## config.mk

```make
export PLATFORM = sky130hd
export DESIGN_NAME = line_rasterizer_clipped
export DESIGN_NICKNAME = d
export VERILOG_FILES = /design/src/rtl/lrc_pkg.sv /design/src/rtl/lrc_front.sv /design/src/rtl/lrc_fifo.sv /design/src/rtl/lrc_back.sv /design/src/rtl/line_rasterizer_clipped.sv
export SDC_FILE = /design/constraint.sdc
export NUM_CORES = 2
export LEC_CHECK = 0
export ABC_AREA = 1
export BUFFER_PORTS_ARGS = -buffer_cell sky130_fd_sc_hd__buf_2
export CORE_MARGIN = 3
export CORE_UTILIZATION = 35
export DETAILED_ROUTE_END_ITERATION = 16
export GPL_ROUTABILITY_DRIVEN = 0
export PLACE_DENSITY = 0.5
export SYNTH_ARGS = -nofsm -noshare
export SYNTH_HDL_FRONTEND = slang
export SYNTH_SLANG_ARGS = --single-unit
```

## constraint.sdc

```tcl
create_clock -name clk -period 15.2 [get_ports clk]
set_input_delay 1.52 -clock clk [delete_from_list [all_inputs] [get_ports clk]]
set_output_delay 1.52 -clock clk [all_outputs]
set_load 0.01 [all_outputs]
```

## src/rtl/lrc_pkg.sv

```systemverilog
package lrc_pkg;

  localparam int MAX_WIDTH   = 64;
  localparam int MAX_HEIGHT  = 64;
  localparam int COLOR_SHIFT = 8;
  localparam int QDEPTH      = 2;

  // configuration register indexes
  localparam logic [1:0] REG_WIDTH  = 2'd0;
  localparam logic [1:0] REG_HEIGHT = 2'd1;

  typedef enum logic [1:0] {
    K_VERT,
    K_HORZ,
    K_DIAG
  } kind_t;

  // one classified, clipped line command
  typedef struct packed {
    kind_t              kind;
    logic [6:0]         lo;     // first step index, already clipped
    logic [6:0]         hi;     // step end (exclusive), already clipped
    logic signed [15:0] fix;    // fixed x (vert), fixed y (horz), y start (diag)
    logic [15:0]        adx;    // |dx|
    logic [15:0]        ady;    // |dy|
    logic [15:0]        k0;     // lo minus x start (diag)
    logic               neg;    // slope sign
    logic [23:0]        color;
  } cmd_t;

endpackage

```

## src/rtl/lrc_front.sv

```systemverilog
module lrc_front (
  input  logic               clk,
  input  logic               rst_n,
  input  logic               in_tvalid,
  output logic               in_tready,
  input  logic [87:0]        in_tdata,
  input  logic               cfg_we,
  input  logic [1:0]         cfg_index,
  input  logic [6:0]         cfg_data,
  output logic               push_valid,
  input  logic               push_ready,
  output lrc_pkg::cmd_t      push_cmd,
  output logic [6:0]         width,
  output logic [6:0]         height
);
  import lrc_pkg::*;

  logic [6:0]         width_r, height_r;
  logic [6:0]         cfg_w_clamp, cfg_h_clamp;
  logic signed [16:0] xa, ya, xb, yb, dx, dy, w_s, h_s;
  logic signed [16:0] vmin, vmax, hmin, hmax, xs, ys, xe;
  logic signed [16:0] lo_s, hi_s, k0_s;
  logic               nonempty;
  kind_t              kind;

  // register writes, clamped to the legal range
  always_comb begin
    if (cfg_data == 7'd0) cfg_w_clamp = 7'd1;
    else if (cfg_data > 7'(MAX_WIDTH)) cfg_w_clamp = 7'(MAX_WIDTH);
    else cfg_w_clamp = cfg_data;
    if (cfg_data == 7'd0) cfg_h_clamp = 7'd1;
    else if (cfg_data > 7'(MAX_HEIGHT)) cfg_h_clamp = 7'(MAX_HEIGHT);
    else cfg_h_clamp = cfg_data;
  end

  always_ff @(posedge clk) begin
    if (!rst_n) begin
      width_r  <= 7'(MAX_WIDTH);
      height_r <= 7'(MAX_HEIGHT);
    end else if (cfg_we) begin
      if (cfg_index == REG_WIDTH) width_r <= cfg_w_clamp;
      else if (cfg_index == REG_HEIGHT) height_r <= cfg_h_clamp;
    end
  end

  assign width  = width_r;
  assign height = height_r;

  // classify and clip
  always_comb begin
    xa  = 17'(signed'(in_tdata[15:0]));
    ya  = 17'(signed'(in_tdata[31:16]));
    xb  = 17'(signed'(in_tdata[47:32]));
    yb  = 17'(signed'(in_tdata[63:48]));
    dx  = xb - xa;
    dy  = yb - ya;
    w_s = signed'({10'd0, width_r});
    h_s = signed'({10'd0, height_r});
    vmin = (ya < yb) ? ya : yb;
    vmax = (ya < yb) ? yb : ya;
    hmin = (xa < xb) ? xa : xb;
    hmax = (xa < xb) ? xb : xa;
    xs = (xa > xb) ? xb : xa;
    ys = (xa > xb) ? yb : ya;
    xe = (xa > xb) ? xa : xb;
    k0_s = '0;
    if (dx == 17'sd0) begin
      kind = K_VERT;
      lo_s = (vmin < 0) ? 17'sd0 : vmin;
      hi_s = (vmax > h_s) ? h_s : vmax;
      nonempty = (xa >= 0) && (xa < w_s) && (lo_s < hi_s);
    end else if (dy == 17'sd0) begin
      kind = K_HORZ;
      lo_s = (hmin < 0) ? 17'sd0 : hmin;
      hi_s = (hmax > w_s) ? w_s : hmax;
      nonempty = (ya >= 0) && (ya < h_s) && (lo_s < hi_s);
    end else begin
      kind = K_DIAG;
      lo_s = (xs < 0) ? 17'sd0 : xs;
      hi_s = (xe > w_s) ? w_s : xe;
      k0_s = lo_s - xs;
      nonempty = (lo_s < hi_s);
    end
  end

  always_comb begin
    push_cmd.kind  = kind;
    push_cmd.lo    = lo_s[6:0];
    push_cmd.hi    = hi_s[6:0];
    unique case (kind)
      K_VERT:  push_cmd.fix = xa[15:0];
      K_HORZ:  push_cmd.fix = ya[15:0];
      default: push_cmd.fix = ys[15:0];
    endcase
    push_cmd.adx   = dx[16] ? 16'(-dx) : dx[15:0];
    push_cmd.ady   = dy[16] ? 16'(-dy) : dy[15:0];
    push_cmd.k0    = k0_s[15:0];
    push_cmd.neg   = dx[16] ^ dy[16];
    push_cmd.color = in_tdata[87:64];
  end

  // lines with nothing on the canvas are taken and dropped
  assign in_tready  = push_ready;
  assign push_valid = in_tvalid && nonempty;

endmodule

```

## src/rtl/lrc_fifo.sv

```systemverilog
module lrc_fifo (
  input  logic          clk,
  input  logic          rst_n,
  input  logic          wr_valid,
  output logic          wr_ready,
  input  lrc_pkg::cmd_t wr_cmd,
  output logic          rd_valid,
  input  logic          rd_ready,
  output lrc_pkg::cmd_t rd_cmd
);
  import lrc_pkg::*;

  localparam int PW = $clog2(QDEPTH);

  cmd_t          mem_r [QDEPTH];
  logic [PW-1:0] wp_r, rp_r;
  logic [PW:0]   cnt_r;
  logic          do_wr, do_rd;

  assign wr_ready = (cnt_r != (PW+1)'(QDEPTH));
  assign rd_valid = (cnt_r != '0);
  assign rd_cmd   = mem_r[rp_r];
  assign do_wr    = wr_valid && wr_ready;
  assign do_rd    = rd_valid && rd_ready;

  always_ff @(posedge clk) begin
    if (do_wr) mem_r[wp_r] <= wr_cmd;
    if (!rst_n) begin
      wp_r  <= '0;
      rp_r  <= '0;
      cnt_r <= '0;
    end else begin
      if (do_wr) wp_r <= (wp_r == PW'(QDEPTH-1)) ? '0 : wp_r + 1'b1;
      if (do_rd) rp_r <= (rp_r == PW'(QDEPTH-1)) ? '0 : rp_r + 1'b1;
      if (do_wr && !do_rd) cnt_r <= cnt_r + 1'b1;
      else if (do_rd && !do_wr) cnt_r <= cnt_r - 1'b1;
    end
  end

endmodule

```

## src/rtl/lrc_back.sv

```systemverilog
module lrc_back (
  input  logic          clk,
  input  logic          rst_n,
  input  logic          cmd_valid,
  output logic          cmd_ready,
  input  lrc_pkg::cmd_t cmd,
  input  logic [6:0]    width,
  input  logic [6:0]    height,
  output logic          out_valid,
  input  logic          out_ready,
  output logic [11:0]   out_addr,
  output logic [31:0]   out_word,
  output logic          out_last
);
  import lrc_pkg::*;

  typedef enum logic [2:0] {
    S_IDLE,
    S_MUL,
    S_DIV,
    S_DIVQ,
    S_STEP,
    S_FLUSH
  } state_t;

  state_t             state_r;
  cmd_t               cmd_r;
  logic [6:0]         i_r;
  logic [4:0]         cnt_r;
  logic [31:0]        dvd_r;
  logic [15:0]        rem_r;
  logic [16:0]        a_r;
  logic [15:0]        r_r, qd_r, rd_r;
  logic               pend_v_r;
  logic [11:0]        pend_addr_r;
  logic               out_v_r, out_last_r;
  logic [11:0]        out_addr_r;
  logic [23:0]        out_color_r;

  logic [16:0]        rem_sh, r2;
  logic               div_ge, r_ge;
  logic [15:0]        rem_n;
  logic [31:0]        dvd_n;
  logic signed [17:0] j;
  logic [5:0]         cx, cy;
  logic               cvalid;
  logic [11:0]        caddr;
  logic               out_free;
  logic               out_load;

  // one restoring divide step by |dx|
  always_comb begin
    rem_sh = {rem_r, dvd_r[31]};
    div_ge = (rem_sh >= {1'b0, cmd_r.adx});
    rem_n  = div_ge ? 16'(rem_sh - {1'b0, cmd_r.adx}) : rem_sh[15:0];
    dvd_n  = {dvd_r[30:0], div_ge};
  end

  // remainder step of the incremental quotient
  always_comb begin
    r2   = {1'b0, r_r} + {1'b0, rd_r};
    r_ge = (r2 >= {1'b0, cmd_r.adx});
  end

  // candidate pixel for the current step
  always_comb begin
    j = cmd_r.neg ? (18'(signed'(cmd_r.fix)) - signed'({1'b0, a_r}))
                  : (18'(signed'(cmd_r.fix)) + signed'({1'b0, a_r}));
    unique case (cmd_r.kind)
      K_VERT: begin
        cx = cmd_r.fix[5:0];
        cy = i_r[5:0];
        cvalid = 1'b1;
      end
      K_HORZ: begin
        cx = i_r[5:0];
        cy = cmd_r.fix[5:0];
        cvalid = 1'b1;
      end
      default: begin
        cx = i_r[5:0];
        cy = j[5:0];
        cvalid = (j >= 0) && (j < signed'({11'd0, height}));
      end
    endcase
    caddr = 12'(cx) + 12'(cy) * 12'(width);
  end

  assign out_free  = !out_v_r || out_ready;
  assign cmd_ready = (state_r == S_IDLE);

  // output register loads on a pushed-out pixel or on the final flush
  always_comb begin
    unique case (state_r)
      S_STEP:  out_load = cvalid && pend_v_r && out_free;
      S_FLUSH: out_load = pend_v_r && out_free;
      default: out_load = 1'b0;
    endcase
  end

  always_ff @(posedge clk) begin
    if (!rst_n) begin
      state_r  <= S_IDLE;
      pend_v_r <= 1'b0;
      out_v_r  <= 1'b0;
    end else begin
      if (out_load) out_v_r <= 1'b1;
      else if (out_ready) out_v_r <= 1'b0;
      unique case (state_r)
        S_IDLE: begin
          if (cmd_valid) begin
            cmd_r <= cmd;
            i_r   <= cmd.lo;
            state_r <= (cmd.kind == K_DIAG) ? S_MUL : S_STEP;
          end
        end
        S_MUL: begin
          dvd_r <= cmd_r.ady * cmd_r.k0;
          rem_r <= '0;
          cnt_r <= '0;
          state_r <= S_DIV;
        end
        S_DIV: begin
          if (cnt_r == 5'd31) begin
            a_r   <= {1'b0, dvd_n[15:0]};
            r_r   <= rem_n;
            dvd_r <= {cmd_r.ady, 16'd0};
            rem_r <= '0;
            cnt_r <= '0;
            state_r <= S_DIVQ;
          end else begin
            cnt_r <= cnt_r + 1'b1;
            dvd_r <= dvd_n;
            rem_r <= rem_n;
          end
        end
        S_DIVQ: begin
          cnt_r <= cnt_r + 1'b1;
          dvd_r <= dvd_n;
          rem_r <= rem_n;
          if (cnt_r == 5'd15) begin
            qd_r <= dvd_n[15:0];
            rd_r <= rem_n;
            state_r <= S_STEP;
          end
        end
        S_STEP: begin
          // a found pixel pushes the held one out; stall if output is busy
          if (!(cvalid && pend_v_r && !out_free)) begin
            if (cvalid) begin
              if (pend_v_r) begin
                out_addr_r  <= pend_addr_r;
                out_last_r  <= 1'b0;
                out_color_r <= cmd_r.color;
              end
              pend_v_r    <= 1'b1;
              pend_addr_r <= caddr;
            end
            i_r <= i_r + 1'b1;
            r_r <= r_ge ? 16'(r2 - {1'b0, cmd_r.adx}) : r2[15:0];
            a_r <= a_r + {1'b0, qd_r} + {16'd0, r_ge};
            if (i_r == cmd_r.hi - 1'b1) state_r <= S_FLUSH;
          end
        end
        S_FLUSH: begin
          if (!pend_v_r) begin
            state_r <= S_IDLE;
          end else if (out_free) begin
            out_addr_r  <= pend_addr_r;
            out_last_r  <= 1'b1;
            out_color_r <= cmd_r.color;
            pend_v_r    <= 1'b0;
            state_r     <= S_IDLE;
          end
        end
        default: state_r <= S_IDLE;
      endcase
    end
  end

  assign out_valid = out_v_r;
  assign out_addr  = out_addr_r;
  assign out_word  = {out_color_r, {COLOR_SHIFT{1'b0}}};
  assign out_last  = out_last_r;

endmodule

```

## src/rtl/line_rasterizer_clipped.sv

```systemverilog
// Channel   Dir  Word
// in_       in   88-bit line command
// out_      out  48-bit framebuffer write, tlast on a line's final write
// cfg_      in   register write, index 0 width, index 1 height
//
// Flow: axis-aligned lines go straight to stepping; sloped lines first run a
// multiply and then a divide of 32 + 16 steps in the one-bit-per-cycle divider
// before stepping.
// Reset: synchronous, active low; canvas returns to 64 x 64.
// A two-word queue lets commands be taken while the stepper works; the
// stepper holds when the output word is not taken.
module line_rasterizer_clipped (
  input  logic        clk,
  input  logic        rst_n,
  input  logic        in_tvalid,
  output logic        in_tready,
  input  logic [87:0] in_tdata,   // x_start, y_start, x_end, y_end, color_rgb
  output logic        out_tvalid,
  input  logic        out_tready,
  output logic [47:0] out_tdata,  // pixel_address, pixel_word, zero pad
  output logic        out_tlast,
  input  logic        cfg_we,
  input  logic [1:0]  cfg_index,
  input  logic [6:0]  cfg_data
);
  import lrc_pkg::*;

  logic       push_valid, push_ready, pop_valid, pop_ready;
  cmd_t       push_cmd, pop_cmd;
  logic [6:0] width, height;
  logic [11:0] addr;
  logic [31:0] word;

  lrc_front u_front (
    .clk, .rst_n,
    .in_tvalid, .in_tready, .in_tdata,
    .cfg_we, .cfg_index, .cfg_data,
    .push_valid, .push_ready, .push_cmd,
    .width, .height
  );

  lrc_fifo u_fifo (
    .clk, .rst_n,
    .wr_valid(push_valid), .wr_ready(push_ready), .wr_cmd(push_cmd),
    .rd_valid(pop_valid), .rd_ready(pop_ready), .rd_cmd(pop_cmd)
  );

  lrc_back u_back (
    .clk, .rst_n,
    .cmd_valid(pop_valid), .cmd_ready(pop_ready), .cmd(pop_cmd),
    .width, .height,
    .out_valid(out_tvalid), .out_ready(out_tready),
    .out_addr(addr), .out_word(word), .out_last(out_tlast)
  );

  assign out_tdata = {4'd0, word, addr};

endmodule
```

==> results by group <==
Routing
  • DR vias/cell: ~4.9
  • Starting DRT DRC Count: roughly 2100
  • Post-route ant nets: 0
  • Post-route DRC: 0
  • Pre-antenna DRT Iters: 7
  • WL/cell: 18.6 um
  • WL final: about 110000 um
  • Routed vias: slightly below 30000

Place
  • Detailed placement HPWL: around 86000 um
  • IO Port Bufs: 140
  • Cells after DPL: roughly 5900
  • Worst slack at placement: between 5000 and 6000 ps

CTS
  • Clock-pin slew on the worst setup and hold paths: around 60 ps
  • Bufs on Longest Clock Path: 3
  • Hold buffer count at CTS: 0
  • # Post-CTS Setup Buffers: 0
  • Num CTS Buffers: between 50 and 60
  • Clk sink count: 506
  • Skew-Pair Late Insertion Delay: between 600 and 700 ps
  • CTS tree: built
  • CTS H-Tree Depth: 2
  • Clk root buf: clkbuf_16
  • Cts repair resizes: 0

Die
  • Initial core utilization: a little over a third
  • Total core area: roughly 110000 um2
  • Total die area: roughly 120000 um2
  • Rows: between 100 and 150
  • Die Span X: between 300 and 400 um
  • Ports: between 150 and 200
  • Chip height: 343 um

Yosys
  • Async SR Flop Fraction: 0%
  • Post-synth EDFFs: between 400 and 500
  • Library cells used by synthesis: 72
  • Register area share after synthesis: between 30 and 40%
  • Yosys top cell by area: edfxtp_1
  • Synth top area share: 36.4%
  • Syn Std Cell Area: between 30000 and 40000 um2
  • Synth cell count leaders: nand2_1, inv_1, edfxtp_1
  • Top area cells in the synthesized netlist: edfxtp_1, fa_1, ha_1
  • Yosys warns: 0
  • Synthesized instance count: around 4400
  • Predominant post-synthesis flop cell: edfxtp_1
  • Flops & latches, synth: slightly above 500
  • Count leader, synth: nand2_1
  • Syn_area_per_cell: just over 9 um2

Timing
  • Pins Over Slew Limit: 0
  • Rel. slew slack: roughly a quarter
  • Final worst path period need: approximately 9400 ps
  • Final Hold Vio Count: 0
  • Maximum clock rate: ~0.11 GHz
  • Fin Hold WS: 411 ps
  • Final setup violation count: 0
  • Crit share post-route: 62.2%
  • TNS Setup: 0 ps
  • RSZ-0062 raised after global routing: false
  • Post-Route Skew: 35.7 ps
  • Final worst slack: ~5800 ps
  • Slew @ Worst Pin: 1110 ps

Worst setup path
  • WP data required: approximately 15000 ps
  • CP arrival: between 9000 and 10000 ps
  • Peak per-stage delay on the critical path: 850 ps
  • Setup crit start kind: input pin
  • Slowest-stage cell, CP: buf_4
  • Most used cell, CP: nand2_1
  • WS Path Type: in -> reg
  • Crit Path Max Fanout: 87
  • Endpoint class of the critical path: flop
  • R2R depth: 27

Final layout
  • Filler instances: roughly 11000
  • Ratio of cells with drive above 1 in the final layout: about a tenth
  • Fin cells: approximately 6000
  • Area delta synth->final: 10.2%
  • Nets@finish: 5103

GRT
  • Vias in the first global route: around 29000
  • Initial antenna violation count: 2
  • Pin count of the biggest net entering global routing: 88
  • First-pass GRT wire length: approximately 170000 um
  • Grt total ovfl: 0
  • All-Layer GR Usage: between 10% and 20%

Flow run
  • Max-capacitance violation count: 0

Hold path
  • Hold path depth: 0
  • Hold crit path type: reg -> reg

Run status
  • Outcome: finished clean
[critical path, delay by kind of cell]
kind | cells | cell delay [ps]
simple gates | 19 | 3100
fa+ha+maj | 3 | 980
buf+inv | 5 | 1650
compound gates | 8 | 2300
[layout make-up]
cell class / instances / area, um2 / area share [%]
Antenna cell: 3 / 7.51 / 0.0171
Clock buffer: 72 / 1570 / 3.57
Clock inverter: 38 / 395 / 0.902
Inverter: 735 / 2760 / 6.30
Multi-Input combinational cell: 2975 / 21400 / 48.9
Sequential cell: 506 / 15000 / 34.1
Tap cell: 1500 / 1880 / 4.28
Timing Repair Buffer: 161 / 858 / 1.96
[registers in the layout, indices dropped and copies added, names as in the netlist, 2 cells and up, named ones only]
name,flops
u_front.width,7
u_back.state_r,3
u_back.rd_r,16
u_front.height,7
u_back.r_r,16
u_back.i_r,7
u_back.out_color_r,24
u_back.qd_r,16
u_fifo.cnt_r,2
u_back.a_r,17
u_back.dvd_r,32
u_back.rem_r,16
u_back.cmd_r,98
u_fifo.mem_r,210
u_back.pend_addr_r,12
u_back.out_addr,12
u_back.cnt_r,5
[path summary, 6_finish.rpt]
kind                         startpoint                                to  slack (ps)
min          u_back.cmd_r[15]$_DFFE_PP_  u_back.out_color_r[15]$_DFFE_PP_         410
min reg2reg  u_back.cmd_r[15]$_DFFE_PP_  u_back.out_color_r[15]$_DFFE_PP_         410
max                         in_tdata[8]     u_fifo.mem_r[0][55]$_DFFE_PP_        5750
max reg2reg  u_back.cmd_r[49]$_DFFE_PP_        u_back.dvd_r[28]$_DFFE_PP_        8120
[metal layers]
metal	GRT usage (%)	up-vias	routed length [um]
met4	5.18	0	2960
met5	0	-	0
met1	27.8	14100	54000
met2	29.0	731	48400
li1	-	14600	-
met3	2.30	134	5860
[cells by family after synthesis]
kind of cell | synth area share (%)
multiplexers | 3.08
adder cells (fa/ha/maj) | 22.0
buffers and inverters | 8.80
AND/OR/NAND/NOR | 15.4
XOR/XNOR | 3.70
other | 0.00943
AO/OA/AOI/OAI | 9.48
flip-flops | 37.6
[per-stage QoR]
stage               area (um2)  utilization (%)
floorplan                39800                -
global placement         41900             37.2
detailed placement       41900             37.2
CTS                      43800             38.9
global route             43800             38.9
finish                   43800             38.9
[cell usage in the layout, fill, tap and decap left out, drive strengths merged, types with 42 or more instances in the layout]
cell	count
clkbuf	72
a21oi	238
nand3	154
fa	225
nor3	42
inv	732
ha	338
edfxtp	482
nand2	940
mux2	107
nor2	254
buf	161
xor2	111
xnor2	57
o21ai	268
Power is not shown: default switching activity piles up to over one toggle a cycle in this logic, so the estimate is an artifact.
